File: src/swrs_pkg.sv
// swrs_pkg: shared types, codes and constants of the stop-and-wait result sender
// no dependencies; imported by every module, not by the channel interfaces

package swrs_pkg;

    // packets per run; index WHEEL_COUNT is the end marker
    localparam int unsigned WHEEL_COUNT = 4;
    localparam logic [2:0]  MARKER_INDEX = 3'(WHEEL_COUNT);

    // event opcodes
    localparam logic [2:0] OP_TICK   = 3'd0;
    localparam logic [2:0] OP_OK     = 3'd1;
    localparam logic [2:0] OP_NG     = 3'd2;
    localparam logic [2:0] OP_ACK    = 3'd3;
    localparam logic [2:0] OP_ABORT  = 3'd4;

    // outcome codes
    localparam logic [1:0] OUTCOME_NONE = 2'd0;
    localparam logic [1:0] OUTCOME_DONE = 2'd1;
    localparam logic [1:0] OUTCOME_FAIL = 2'd2;

    // configuration register indexes
    localparam logic [1:0] REG_LOCAL_TIMEOUT = 2'd0;
    localparam logic [1:0] REG_ACK_TIMEOUT   = 2'd1;
    localparam logic [1:0] REG_GUARD         = 2'd2;
    localparam logic [1:0] REG_MAX_RETRIES   = 2'd3;

    // configuration reset values
    localparam logic [15:0] LOCAL_TIMEOUT_RST = 16'd500;
    localparam logic [15:0] ACK_TIMEOUT_RST   = 16'd1000;
    localparam logic [15:0] GUARD_RST         = 16'd50;
    localparam logic [7:0]  MAX_RETRIES_RST   = 8'd3;

    typedef enum logic [1:0] {
        PH_IDLE   = 2'd0,
        PH_LOCAL  = 2'd1,
        PH_REMOTE = 2'd2,
        PH_GUARD  = 2'd3
    } phase_t;

    typedef struct packed {
        logic [15:0] local_timeout_ticks;
        logic [15:0] ack_timeout_ticks;
        logic [15:0] guard_ticks;
        logic [7:0]  max_retries;
    } cfg_t;

    typedef struct packed {
        logic [2:0] opcode;
        logic [7:0] ack_index;
        logic       results_ready;
        logic       abort_clears;
    } evt_t;

    typedef struct packed {
        logic       send_now;
        logic [2:0] send_index;
        logic       send_marker;
        logic       clear_ready;
        logic [1:0] outcome;
        logic [1:0] phase_now;
        logic [7:0] attempt_now;
    } res_t;

endpackage

File: src/swrs_channels.sv
// swrs_evt_if and swrs_res_if: valid/ready channels for event and result beats
// depends on nothing; field widths follow the package types

interface swrs_evt_if;
    logic       valid;
    logic       ready;
    logic [2:0] opcode;
    logic [7:0] ack_index;
    logic       results_ready;
    logic       abort_clears;

    modport source (output valid, opcode, ack_index, results_ready, abort_clears,
                    input ready);
    modport sink (input valid, opcode, ack_index, results_ready, abort_clears,
                  output ready);
endinterface

interface swrs_res_if;
    logic       valid;
    logic       ready;
    logic       send_now;
    logic [2:0] send_index;
    logic       send_marker;
    logic       clear_ready;
    logic [1:0] outcome;
    logic [1:0] phase_now;
    logic [7:0] attempt_now;

    modport source (output valid, send_now, send_index, send_marker, clear_ready,
                    outcome, phase_now, attempt_now, input ready);
    modport sink (input valid, send_now, send_index, send_marker, clear_ready,
                  outcome, phase_now, attempt_now, output ready);
endinterface

File: src/swrs_cfg.sv
// swrs_cfg: configuration registers written through the plain write port
// depends on swrs_pkg

module swrs_cfg
    import swrs_pkg::*;
(
    input  logic        clk,
    input  logic        rst_n,
    input  logic        cfg_we,
    input  logic [1:0]  cfg_index,
    input  logic [15:0] cfg_wdata,
    output cfg_t        cfg
);

    cfg_t cfg_reg;
    cfg_t cfg_next;

    // decode the register index
    always_comb
    begin
        cfg_next = cfg_reg;
        if (cfg_we)
        begin
            case (cfg_index)
                REG_LOCAL_TIMEOUT: cfg_next.local_timeout_ticks = cfg_wdata;
                REG_ACK_TIMEOUT:   cfg_next.ack_timeout_ticks   = cfg_wdata;
                REG_GUARD:         cfg_next.guard_ticks         = cfg_wdata;
                REG_MAX_RETRIES:   cfg_next.max_retries         = cfg_wdata[7:0];
                default:           cfg_next = cfg_reg;
            endcase
        end
    end

    // register file
    always_ff @(posedge clk or negedge rst_n)
    begin
        if (!rst_n)
        begin
            cfg_reg.local_timeout_ticks <= LOCAL_TIMEOUT_RST;
            cfg_reg.ack_timeout_ticks   <= ACK_TIMEOUT_RST;
            cfg_reg.guard_ticks         <= GUARD_RST;
            cfg_reg.max_retries         <= MAX_RETRIES_RST;
        end
        else
        begin
            cfg_reg <= cfg_next;
        end
    end

    assign cfg = cfg_reg;

endmodule

File: src/swrs_core.sv
// swrs_core: event input register, sender state and next-state logic
// depends on swrs_pkg and swrs_evt_if; hands one result per event downstream

module swrs_core
    import swrs_pkg::*;
(
    input  logic            clk,
    input  logic            rst_n,
    input  cfg_t            cfg,
    swrs_evt_if.sink        evt,
    output logic            res_valid,
    output res_t            res,
    input  logic            res_ready
);

    logic        evt_valid_reg;
    evt_t        evt_reg;
    phase_t      phase_reg;
    phase_t      phase_next;
    logic [2:0]  index_reg;
    logic [2:0]  index_next;
    logic [7:0]  attempts_reg;
    logic [7:0]  attempts_next;
    logic [15:0] elapsed_reg;
    logic [15:0] elapsed_next;

    logic        step;
    logic        over_limit;
    logic [15:0] elapsed_inc;
    logic        ack_match;
    res_t        res_comb;

    assign step       = evt_valid_reg && res_ready;
    assign evt.ready  = !evt_valid_reg || res_ready;
    assign over_limit = attempts_reg > cfg.max_retries;
    assign elapsed_inc = (elapsed_reg == 16'hFFFF) ? elapsed_reg : elapsed_reg + 16'd1;
    assign ack_match  = (evt_reg.ack_index == {5'd0, index_reg}) && (index_reg <= MARKER_INDEX);

    // next state and result for the event held in the input register
    always_comb
    begin
        phase_next    = phase_reg;
        index_next    = index_reg;
        attempts_next = attempts_reg;
        elapsed_next  = elapsed_reg;
        res_comb      = '0;

        case (evt_reg.opcode)
            OP_TICK:
            begin
                if (phase_reg == PH_IDLE)
                begin
                    // run start sends packet 0 at once
                    if (evt_reg.results_ready)
                    begin
                        index_next           = 3'd0;
                        attempts_next        = 8'd1;
                        res_comb.send_now    = 1'b1;
                        res_comb.send_index  = 3'd0;
                        res_comb.send_marker = (MARKER_INDEX == 3'd0);
                        phase_next           = PH_LOCAL;
                        elapsed_next         = 16'd0;
                    end
                end
                else
                begin
                    elapsed_next = elapsed_inc;
                    if ((phase_reg == PH_LOCAL && elapsed_inc >= cfg.local_timeout_ticks) ||
                        (phase_reg == PH_REMOTE && elapsed_inc >= cfg.ack_timeout_ticks))
                    begin
                        // timeout: retry after guard unless out of attempts
                        if (over_limit)
                        begin
                            res_comb.clear_ready = 1'b1;
                            res_comb.outcome     = OUTCOME_FAIL;
                            phase_next           = PH_IDLE;
                            index_next           = 3'd0;
                            attempts_next        = 8'd0;
                            elapsed_next         = 16'd0;
                        end
                        else
                        begin
                            phase_next   = PH_GUARD;
                            elapsed_next = 16'd0;
                        end
                    end
                    else if (phase_reg == PH_GUARD && elapsed_inc >= cfg.guard_ticks)
                    begin
                        // guard over: (re)send current packet, or fail the run if out of attempts
                        if (over_limit)
                        begin
                            res_comb.clear_ready = 1'b1;
                            res_comb.outcome     = OUTCOME_FAIL;
                            phase_next           = PH_IDLE;
                            index_next           = 3'd0;
                            attempts_next        = 8'd0;
                            elapsed_next         = 16'd0;
                        end
                        else if (index_reg <= MARKER_INDEX)
                        begin
                            if (attempts_reg != 8'hFF)
                            begin
                                attempts_next = attempts_reg + 8'd1;
                            end
                            res_comb.send_now    = 1'b1;
                            res_comb.send_index  = index_reg;
                            res_comb.send_marker = (index_reg == MARKER_INDEX);
                            phase_next           = PH_LOCAL;
                            elapsed_next         = 16'd0;
                        end
                    end
                end
            end
            OP_OK:
            begin
                if (phase_reg == PH_LOCAL)
                begin
                    phase_next   = PH_REMOTE;
                    elapsed_next = 16'd0;
                end
            end
            OP_NG:
            begin
                if (phase_reg == PH_LOCAL)
                begin
                    if (over_limit)
                    begin
                        res_comb.clear_ready = 1'b1;
                        res_comb.outcome     = OUTCOME_FAIL;
                        phase_next           = PH_IDLE;
                        index_next           = 3'd0;
                        attempts_next        = 8'd0;
                        elapsed_next         = 16'd0;
                    end
                    else
                    begin
                        phase_next   = PH_GUARD;
                        elapsed_next = 16'd0;
                    end
                end
            end
            OP_ACK:
            begin
                if (phase_reg == PH_REMOTE && ack_match)
                begin
                    if (index_reg == MARKER_INDEX)
                    begin
                        // end marker acknowledged: run complete
                        res_comb.clear_ready = 1'b1;
                        res_comb.outcome     = OUTCOME_DONE;
                        phase_next           = PH_IDLE;
                        index_next           = 3'd0;
                        attempts_next        = 8'd0;
                        elapsed_next         = 16'd0;
                    end
                    else
                    begin
                        index_next    = index_reg + 3'd1;
                        attempts_next = 8'd0;
                        phase_next    = PH_GUARD;
                        elapsed_next  = 16'd0;
                    end
                end
            end
            OP_ABORT:
            begin
                res_comb.clear_ready = (phase_reg != PH_IDLE) && evt_reg.abort_clears;
                phase_next           = PH_IDLE;
                index_next           = 3'd0;
                attempts_next        = 8'd0;
                elapsed_next         = 16'd0;
            end
            default:
            begin
                phase_next = phase_reg;
            end
        endcase

        res_comb.phase_now   = phase_next;
        res_comb.attempt_now = attempts_next;
    end

    // input register
    always_ff @(posedge clk or negedge rst_n)
    begin
        if (!rst_n)
        begin
            evt_valid_reg <= 1'b0;
        end
        else if (evt.ready)
        begin
            evt_valid_reg <= evt.valid;
        end
    end

    always_ff @(posedge clk)
    begin
        if (evt.ready && evt.valid)
        begin
            evt_reg.opcode        <= evt.opcode;
            evt_reg.ack_index     <= evt.ack_index;
            evt_reg.results_ready <= evt.results_ready;
            evt_reg.abort_clears  <= evt.abort_clears;
        end
    end

    // sender state, advanced once per event handed downstream
    always_ff @(posedge clk or negedge rst_n)
    begin
        if (!rst_n)
        begin
            phase_reg    <= PH_IDLE;
            index_reg    <= 3'd0;
            attempts_reg <= 8'd0;
            elapsed_reg  <= 16'd0;
        end
        else if (step)
        begin
            phase_reg    <= phase_next;
            index_reg    <= index_next;
            attempts_reg <= attempts_next;
            elapsed_reg  <= elapsed_next;
        end
    end

    assign res_valid = evt_valid_reg;
    assign res       = res_comb;

endmodule

File: src/swrs_out.sv
// swrs_out: result register that drives the result channel
// depends on swrs_pkg and swrs_res_if

module swrs_out
    import swrs_pkg::*;
(
    input  logic        clk,
    input  logic        rst_n,
    input  logic        res_valid,
    input  res_t        res,
    output logic        res_ready,
    swrs_res_if.source  rsp
);

    logic out_valid_reg;
    res_t out_reg;

    assign res_ready = !out_valid_reg || rsp.ready;

    // valid flag
    always_ff @(posedge clk or negedge rst_n)
    begin
        if (!rst_n)
        begin
            out_valid_reg <= 1'b0;
        end
        else if (res_ready)
        begin
            out_valid_reg <= res_valid;
        end
    end

    // payload
    always_ff @(posedge clk)
    begin
        if (res_ready && res_valid)
        begin
            out_reg <= res;
        end
    end

    assign rsp.valid       = out_valid_reg;
    assign rsp.send_now    = out_reg.send_now;
    assign rsp.send_index  = out_reg.send_index;
    assign rsp.send_marker = out_reg.send_marker;
    assign rsp.clear_ready = out_reg.clear_ready;
    assign rsp.outcome     = out_reg.outcome;
    assign rsp.phase_now   = out_reg.phase_now;
    assign rsp.attempt_now = out_reg.attempt_now;

endmodule

File: src/stop_and_wait_result_sender.sv
// stop_and_wait_result_sender: top level of the stop-and-wait result sender
// depends on swrs_pkg, swrs_channels, swrs_cfg, swrs_core and swrs_out

// Stop-and-wait sender for a run of WHEEL_COUNT result packets plus an end marker.
// Each event beat (tick, local OK, local NG, remote ack, abort) gives exactly one
// result beat. An event passes through an input register and the next-state logic
// into a result register, which offers the result beat on the result channel.
// One event is taken every cycle while the result side keeps up; a stall on
// the result side backs up through both registers. Configuration writes take
// effect on the next cycle and belong in idle time only.

module stop_and_wait_result_sender
    import swrs_pkg::*;
(
    input  logic        clk,
    input  logic        rst_n,
    input  logic        cfg_we,
    input  logic [1:0]  cfg_index,
    input  logic [15:0] cfg_wdata,
    swrs_evt_if.sink    evt,
    swrs_res_if.source  rsp
);

    cfg_t cfg;
    logic res_valid;
    logic res_ready;
    res_t res;

    // configuration registers
    swrs_cfg u_cfg (
        .clk       (clk),
        .rst_n     (rst_n),
        .cfg_we    (cfg_we),
        .cfg_index (cfg_index),
        .cfg_wdata (cfg_wdata),
        .cfg       (cfg)
    );

    // event register and sender state
    swrs_core u_core (
        .clk       (clk),
        .rst_n     (rst_n),
        .cfg       (cfg),
        .evt       (evt),
        .res_valid (res_valid),
        .res       (res),
        .res_ready (res_ready)
    );

    // result register
    swrs_out u_out (
        .clk       (clk),
        .rst_n     (rst_n),
        .res_valid (res_valid),
        .res       (res),
        .res_ready (res_ready),
        .rsp       (rsp)
    );

endmodule

File: src/flat_wrapper.sv
// flat-port wrapper written by rule: the top's interface ports become plain ports
module stop_and_wait_result_sender_flat import swrs_pkg::*;
  (clk, rst_n, cfg_we, cfg_index, cfg_wdata, evt_valid, evt_opcode, evt_ack_index, evt_results_ready, evt_abort_clears, evt_ready, rsp_valid, rsp_send_now, rsp_send_index, rsp_send_marker, rsp_clear_ready, rsp_outcome, rsp_phase_now, rsp_attempt_now, rsp_ready);
  swrs_evt_if evt_i ();
  swrs_res_if rsp_i ();
  input  logic clk;
  input  logic rst_n;
  input  logic cfg_we;
  input  logic [1:0] cfg_index;
  input  logic [15:0] cfg_wdata;
  input wire logic [$bits(evt_i.valid)-1:0] evt_valid;
  input wire logic [$bits(evt_i.opcode)-1:0] evt_opcode;
  input wire logic [$bits(evt_i.ack_index)-1:0] evt_ack_index;
  input wire logic [$bits(evt_i.results_ready)-1:0] evt_results_ready;
  input wire logic [$bits(evt_i.abort_clears)-1:0] evt_abort_clears;
  output wire logic [$bits(evt_i.ready)-1:0] evt_ready;
  output wire logic [$bits(rsp_i.valid)-1:0] rsp_valid;
  output wire logic [$bits(rsp_i.send_now)-1:0] rsp_send_now;
  output wire logic [$bits(rsp_i.send_index)-1:0] rsp_send_index;
  output wire logic [$bits(rsp_i.send_marker)-1:0] rsp_send_marker;
  output wire logic [$bits(rsp_i.clear_ready)-1:0] rsp_clear_ready;
  output wire logic [$bits(rsp_i.outcome)-1:0] rsp_outcome;
  output wire logic [$bits(rsp_i.phase_now)-1:0] rsp_phase_now;
  output wire logic [$bits(rsp_i.attempt_now)-1:0] rsp_attempt_now;
  input wire logic [$bits(rsp_i.ready)-1:0] rsp_ready;
  assign evt_i.valid = evt_valid;
  assign evt_i.opcode = evt_opcode;
  assign evt_i.ack_index = evt_ack_index;
  assign evt_i.results_ready = evt_results_ready;
  assign evt_i.abort_clears = evt_abort_clears;
  assign evt_ready = evt_i.ready;
  assign rsp_valid = rsp_i.valid;
  assign rsp_send_now = rsp_i.send_now;
  assign rsp_send_index = rsp_i.send_index;
  assign rsp_send_marker = rsp_i.send_marker;
  assign rsp_clear_ready = rsp_i.clear_ready;
  assign rsp_outcome = rsp_i.outcome;
  assign rsp_phase_now = rsp_i.phase_now;
  assign rsp_attempt_now = rsp_i.attempt_now;
  assign rsp_i.ready = rsp_ready;
  stop_and_wait_result_sender u_core (.clk(clk), .rst_n(rst_n), .cfg_we(cfg_we), .cfg_index(cfg_index), .cfg_wdata(cfg_wdata), .evt(evt_i), .rsp(rsp_i));
endmodule
File: config.mk
export PLATFORM = sky130hd
export DESIGN_NAME = stop_and_wait_result_sender_flat
export DESIGN_NICKNAME = d
export VERILOG_FILES = /design/src/swrs_pkg.sv /design/src/swrs_channels.sv /design/src/swrs_cfg.sv /design/src/swrs_core.sv /design/src/swrs_out.sv /design/src/stop_and_wait_result_sender.sv /design/src/flat_wrapper.sv
export SDC_FILE = /design/constraint.sdc
export NUM_CORES = 1
export LEC_CHECK = 0
export BUFFER_PORTS_ARGS = -buffer_cell sky130_fd_sc_hd__clkbuf_2
export CAP_MARGIN = 20
export CORE_ASPECT_RATIO = 1.1
export CORE_MARGIN = 2
export CORE_UTILIZATION = 40
export CTS_CLUSTER_DIAMETER = 60
export DETAILED_ROUTE_END_ITERATION = 10
export PLACE_DENSITY = 0.54
export SYNTH_ARGS = -nofsm -noshare
export SYNTH_HDL_FRONTEND = slang
export SYNTH_SLANG_ARGS = --single-unit
export TNS_END_PERCENT = 50
File: constraint.sdc
create_clock -name clk -period 6.88 [get_ports clk]
set_clock_uncertainty 0.05 [all_clocks]
set_input_delay 0.688 -clock clk [delete_from_list [all_inputs] [get_ports clk]]
set_output_delay 0.688 -clock clk [all_outputs]
set_load 0.05 [all_outputs]
==> impl_metrics.ini, run 1 <==
[sta]
rsz0062_at_grt = no
setup_slack_ns = 1.54
setup_tns_ns = 0
fin_crit_sh_pct = 77.6
slew_headroom_pct = 27.0
final_hold_viol_count = 0
period_needed_ns = 5.34
worst_pin_slew_ns = 1.09
slew_viol_final = 0
fmaxAchievable_mhz = 187
setup_violations = 0

[logic_synthesis]
ys_top_cells_by_area = dfrtp_1 (25%), edfxtp_1 (13%), ha_1 (11%)
yosys.area.top_type = dfrtp_1
yosys.area_share.simple_pct = 14.0
async_flop_share_pct = 73.7
yosysWarnings = 0
synth_area_um2 = 7000
synthAdderAreaFrac_pct = 10.7
synth_seq_cells = 118
synth_common_cells = dfrtp_1 (70), nand2_1 (69), inv_1 (63), ha_1 (60), mux2_2 (43)
synth_most_common_cell = dfrtp_1
synth-compound-area-share_pct = 16.4
synth_top_cell_area_share_pct = 25.0
synthXorXnorAreaFrac_pct = 1.75
synth_nets = 796
yosysUniqueCellTypes = 69
ys.flop_type = dfrtp_1
synth_edf_count = 31
synth_top_family_by_area = compound AO/OA/AOI/OAI gates
ys_seq_area_share_pct = 44.7
synthMuxAreaShare_pct = 7.34
synthCells = 700
synth.avg_cell_area_um2 = 10.0

[route]
vias_per_cell = 5.44
wl_um = 16900
first_pass_iters = 5
drc_errors = 0
dr.first_iter.drc_count = 314
vias = 5449
wl_per_cell_um = 16.9
ant_nets = 0

[global_routing]
grt_max_degree = 46
grtUsageTotal_pct = 19.2
grt_pass1_wl_um = 27700
antenna_found_initial = 0
grt_overflow = 0
grt_pass1_vias = 5489

[power_and_ir_drop]
p_leak_uw = 0.00361
powerDensity_nw_per_um2 = 263
power_uw = 2120
ir_worst_vdd_v = 0.000187

[place]
hpwl_um = 12500
dp_slack_ns = 1.59
io_buffers = 55
globalplace.congestion = 0.859

[worst_hold_path]
hold_path_class = in -> async

[setup_path]
path_depth = 16
required_ns = 7.15
path_buf_inv = 0
cp_slowest_cell = and3b_1
cpPeakStageDelay_ns = 0.86
rrSetupSlack_ns = 1.54
cp.arrival_ns = 5.61
crit_family = simple AND/OR/NAND/NOR gates
critPathCaptureType = flip-flop
r2r_cells = 16
cp_common_cell = and4_1
cp_max_fo = 27
cp_cell_sequence = and4_1, and2_1, and4_1, and4_1, nor2_2, and3_1, xor2_1, ha_1, a211oi_1, or2_1, a311oi_1, o2111a_1, o21ai_0, and3b_1, a21oi_1, a31oi_1
critPathLaunchType = flip-flop
crit_type = reg -> reg

[layout]
largest_reg_flops = 56
drive_above_1_share_pct = 21.3
area_delta_synth_final_pct = 14.7
nFillCells = 1601
n_antenna_cell = 0
nets = 850

[floorplan]
die_h_um = 143
coreArea_um2 = 17100
io_pins = 56
initial_core_util_pct = 41.0
die_w_um = 130
rows = 50
die-area_um2 = 18600

[clock_network]
htreeDepth = 4
tritoncts = done
cts_hold_buffers = 0
numCtsBuffers = 17
clk_latency_ns = 0.42
clk_pin_slew_ns = 0.05
cts_setup_buffers = 0
post_cts_resized = 0
root_buffer = clkbuf_16
clockBufferDepth = 2
cts_sinks = 118

[run_status]
status = finished clean

[run]
max_cap_viol_count = 0
==> worst register-to-register path: cells and delay by family (launching register included) <==
family / cells / cell delay, ns
compound gates: 6 / 1.57
flops: 1 / 0.45
xor+xnor: 1 / 0.28
simple gates: 8 / 2.60
fa+ha+maj: 1 / 0.30
==> cells in the final DEF, fill, tap and decap left out, types with 23 or more instances in the layout <==
| cell type | Yosys | routed |
|---|---|---|
| edfxtp_1 | 31 | 31 |
| nor2_1 | 38 | 38 |
| o21ai_0 | 42 | 42 |
| dfrtp_1 | 70 | 70 |
| nand2_1 | 69 | 69 |
| ha_1 | 60 | 60 |
| a21oi_1 | 40 | 40 |
| mux2_2 | 43 | 43 |
| inv_1 | 63 | 63 |
| a31oi_1 | 23 | 23 |
| clkbuf_2 | 1 | 54 |
==> stage by stage <==
step / instance area, um2 / instances / hold WS [ns] / util, %
after floorplan: 7000 / 700 / 0.342 / -
after global placement: 7490 / 969 / 0.426 / 43.8
after detailed placement: 7490 / 969 / 0.444 / 43.8
after CTS: 8030 / 1001 / 0.237 / 47.0
after global routing: 8030 / 1001 / 0.260 / 47.0
final: 8030 / 1001 / 0.229 / 47.0
==> final timing paths <==
| path | to | from |
|---|---|---|
| max reg2reg | u_core.u_core.elapsed_reg[9]$_DFFE_PN0P_ | u_core.u_core.elapsed_reg[3]$_DFFE_PN0P_ |
| max | u_core.u_core.elapsed_reg[9]$_DFFE_PN0P_ | u_core.u_core.elapsed_reg[3]$_DFFE_PN0P_ |
| max in group asynchronous | u_core.u_core.phase_reg[0]$_DFFE_PN0P_ | rst_n |
| min reg2reg | u_core.u_out.rsp.valid$_DFFE_PN0P_ | u_core.u_core.res_valid$_DFFE_PN0N_ |
| min in group clk | u_core.u_core.evt_reg[3]$_DFFE_PP_ | evt_ack_index[1] |
| min | u_core.u_cfg.cfg[14]$_DFFE_PN0P_ | rst_n |
==> kinds of logic after synthesis <==
family | count (synthesis)
xor gates and xnor gates | 14
and+or+nand+nor | 199
adders and majority gates | 60
DFF | 118
AOI/OAI and AO/OA | 176
muxes | 46
buffers and inverters | 87
==> routing by layer <==
layer	GRT usage [%]	vias up	share of wire (%)	wire, um
li1	-	2648	-	-
met1	23.2	2631	43	7310
met2	34.3	143	52	8750
met3	3.63	27	3.7	631
met4	5.83	0	1.5	261
met5	0	-	0	0
==> power by group <==
part,internal (uW),switching (uW),leakage (uW)
registers,824,61.6,0.00137
clock network,493,324,0.000260
logic,162,252,0.00198
==> cell type report <==
type                            count  area, um2  share of cell area (%)
Multi-Input combinational cell    495       3520                    43.8
Sequential cell                   118       3130                    39.0
Clock buffer                       19        433                    5.39
Timing Repair Buffer               59        308                    3.83
Tap cell                          234        293                    3.65
Inverter                           63        236                    2.94
Clock inverter                     13        111                    1.39
Note: power is estimated with default switching activity, not from simulation.
==> inputs of run 2 (changes only) <==
Clock period 6.88 ns to 5 ns, I/O delays scaled along.
==> run 2 against run 1 <==
- register-to-register slack got worse by 1.2 ns
- power rose by 44%
- largest cell class unchanged
- core utilization rose by 0.90 points
- cell count is 0.80% higher
- setup slack got worse by 1.2 ns
- critical path depth increased by 1
- sequential share of layout area decreased by 0.73 points
- clock power rose by 53%
- die area stayed put
- flip-flop and latch count unchanged
- maximum frequency up 14%
==> impl_metrics.ini, run 2 (same netlist as run 1, synthesis figures left out) <==
[route]
vias = 5516
drc_errors = 0
vias_per_cell = 5.47
wl_per_cell_um = 16.8
first_pass_iters = 5
dr.first_iter.drc_count = 430
ant_nets = 0
wl_um = 17000

[floorplan]
coreArea_um2 = 17100
die-area_um2 = 18600
die_h_um = 143
io_pins = 56
rows = 50
initial_core_util_pct = 41.0
die_w_um = 130

[power_and_ir_drop]
powerDensity_nw_per_um2 = 373
p_leak_uw = 0.00368
ir_worst_vdd_v = 0.000240

[clock_network]
tritoncts = done
clockBufferDepth = 2
numCtsBuffers = 17
htreeDepth = 4
cts_sinks = 118
clk_latency_ns = 0.43
cts_setup_buffers = 0
clk_pin_slew_ns = 0.06
root_buffer = clkbuf_16

[sta]
fin_crit_sh_pct = 93.5
slew_viol_final = 0
rsz0062_at_grt = no
worst_pin_slew_ns = 1.07
setup_tns_ns = 0
slew_headroom_pct = 28.7
period_needed_ns = 4.67
setup_violations = 0
final_hold_viol_count = 0
fmaxAchievable_mhz = 214

[setup_path]
cp_max_fo = 8
cp_cell_sequence = and4_1, and2_1, and4_1, and4_1, nor2_2, buf_4, and3_1, xor2_1, ha_1, a21oi_1, nor2_1, a2111oi_4, a31oi_1, or3_4, o21ai_0, nor2_1, o31ai_1
critPathLaunchType = flip-flop
critPathCaptureType = flip-flop
cp.arrival_ns = 4.86
crit_type = reg -> reg
required_ns = 5.18
cpPeakStageDelay_ns = 0.49
cp_common_cell = and4_1
cp_slowest_cell = or3_4

[global_routing]
antenna_found_initial = 0
grtUsageTotal_pct = 19.5
grt_pass1_wl_um = 27700
grt_pass1_vias = 5480
grt_overflow = 0
grt_max_degree = 57

[layout]
regArea_um2 = 3130
final_cell_mix = dfrtp_1 (70), nand2_1 (69), inv_1 (63), ha_1 (60), clkbuf_2 (54)
final_common_cell = dfrtp_1
nets = 858
area_delta_synth_final_pct = 16.9
post-route-util_pct = 47.9
largest_reg_flops = 56
drive_above_1_share_pct = 22.5
n_antenna_cell = 0
multi_input_area_um2 = 3530
nFillCells = 1581

[run]
max_cap_viol_count = 0

[place]
globalplace.congestion = 0.874
io_buffers = 55
hpwl_um = 12500

[run_status]
status = finished clean

[worst_hold_path]
hold_path_class = in -> reg
## run 2: changes by cell type in the layout (fill, tap and decap cells not counted), sizes merged
cell | previous run | this run
dlygate4sd3 | 0 | 1
clkbuf | 73 | 74
buf | 5 | 12
inv | 63 | 64
bufinv | 1 | 3
clkinv | 9 | 5
## run 2: power breakdown
part,total [uW],internal (uW),switching (uW)
Combinational,573,224,350
Clock,1250,808,446
Sequential,1220,1130,87.9
## run 2: per-stage QoR
step	worst slack (ns)	power (uW)	cells	cell area [um2]	hold WS, ns
global placement	0.455	1790	976	7550	0.406
floorplan	0.647	1620	700	7000	0.154
detailed placement	0.342	1800	976	7550	0.413
CTS	0.309	3080	1009	8170	0.181
finish	0.326	3050	1009	8180	0.196
global route	0.000887	3210	1009	8180	0.177
## run 2: layout make-up
| cell class | instances | area share [%] |
|---|---|---|
| Inverter | 63 | 2.89 |
| Timing Repair Buffer | 67 | 4.68 |
| Clock inverter | 12 | 1.87 |
| Sequential cell | 118 | 38.2 |
| Clock buffer | 20 | 5.58 |
| Multi-Input combinational cell | 495 | 43.2 |
| Tap cell | 234 | 3.58 |
## run 2: critical path: cells and delay by family (launching register included)
kind                       cells  cell delay, ns
and+or+nand+nor                9            2.01
AOI/OAI and AO/OA              5            1.26
DFF                            1            0.45
adders and majority gates      1            0.30
xor gates and xnor gates       1            0.26
buffers and inverters          1            0.16
## run 2: per-layer routing
metal / part of all wire [%] / global-route usage, % / up-vias
met5: 0 / 0 / -
met4: 2.9 / 8.04 / 0
met3: 4.6 / 4.16 / 43
met2: 50 / 33.5 / 163
met1: 42 / 23.6 / 2644
li1: - / - / 2666
## run 2: worst paths after layout
path,from,slack [ns],cells after the start,endpoint
setup / recovery,u_core.u_core.elapsed_reg[3]$_DFFE_PN0P_,0.33,17,u_core.u_out.rsp.attempt_now[3]$_DFFE_PP_
hold / removal,evt_ack_index[4],0.20,1,u_core.u_core.evt_reg[6]$_DFFE_PP_
setup reg to reg,u_core.u_core.elapsed_reg[3]$_DFFE_PN0P_,0.33,17,u_core.u_out.rsp.attempt_now[3]$_DFFE_PP_
hold reg to reg,u_core.u_core.res_valid$_DFFE_PN0N_,0.45,1,u_core.u_out.rsp.valid$_DFFE_PN0P_
max in group asynchronous,rst_n,3.30,3,u_core.u_cfg.cfg[36]$_DFFE_PN0P_
min in group asynchronous,rst_n,0.51,2,u_core.u_cfg.cfg[14]$_DFFE_PN0P_
## run 2: what timing repair did
action | 4_1_cts | 5_1_grt
hold buffers | 1 | 0
resized for setup | 0 | 3
endpoints found under the setup margin | 0 | 7
hold endpoints to repair | 24 | 0
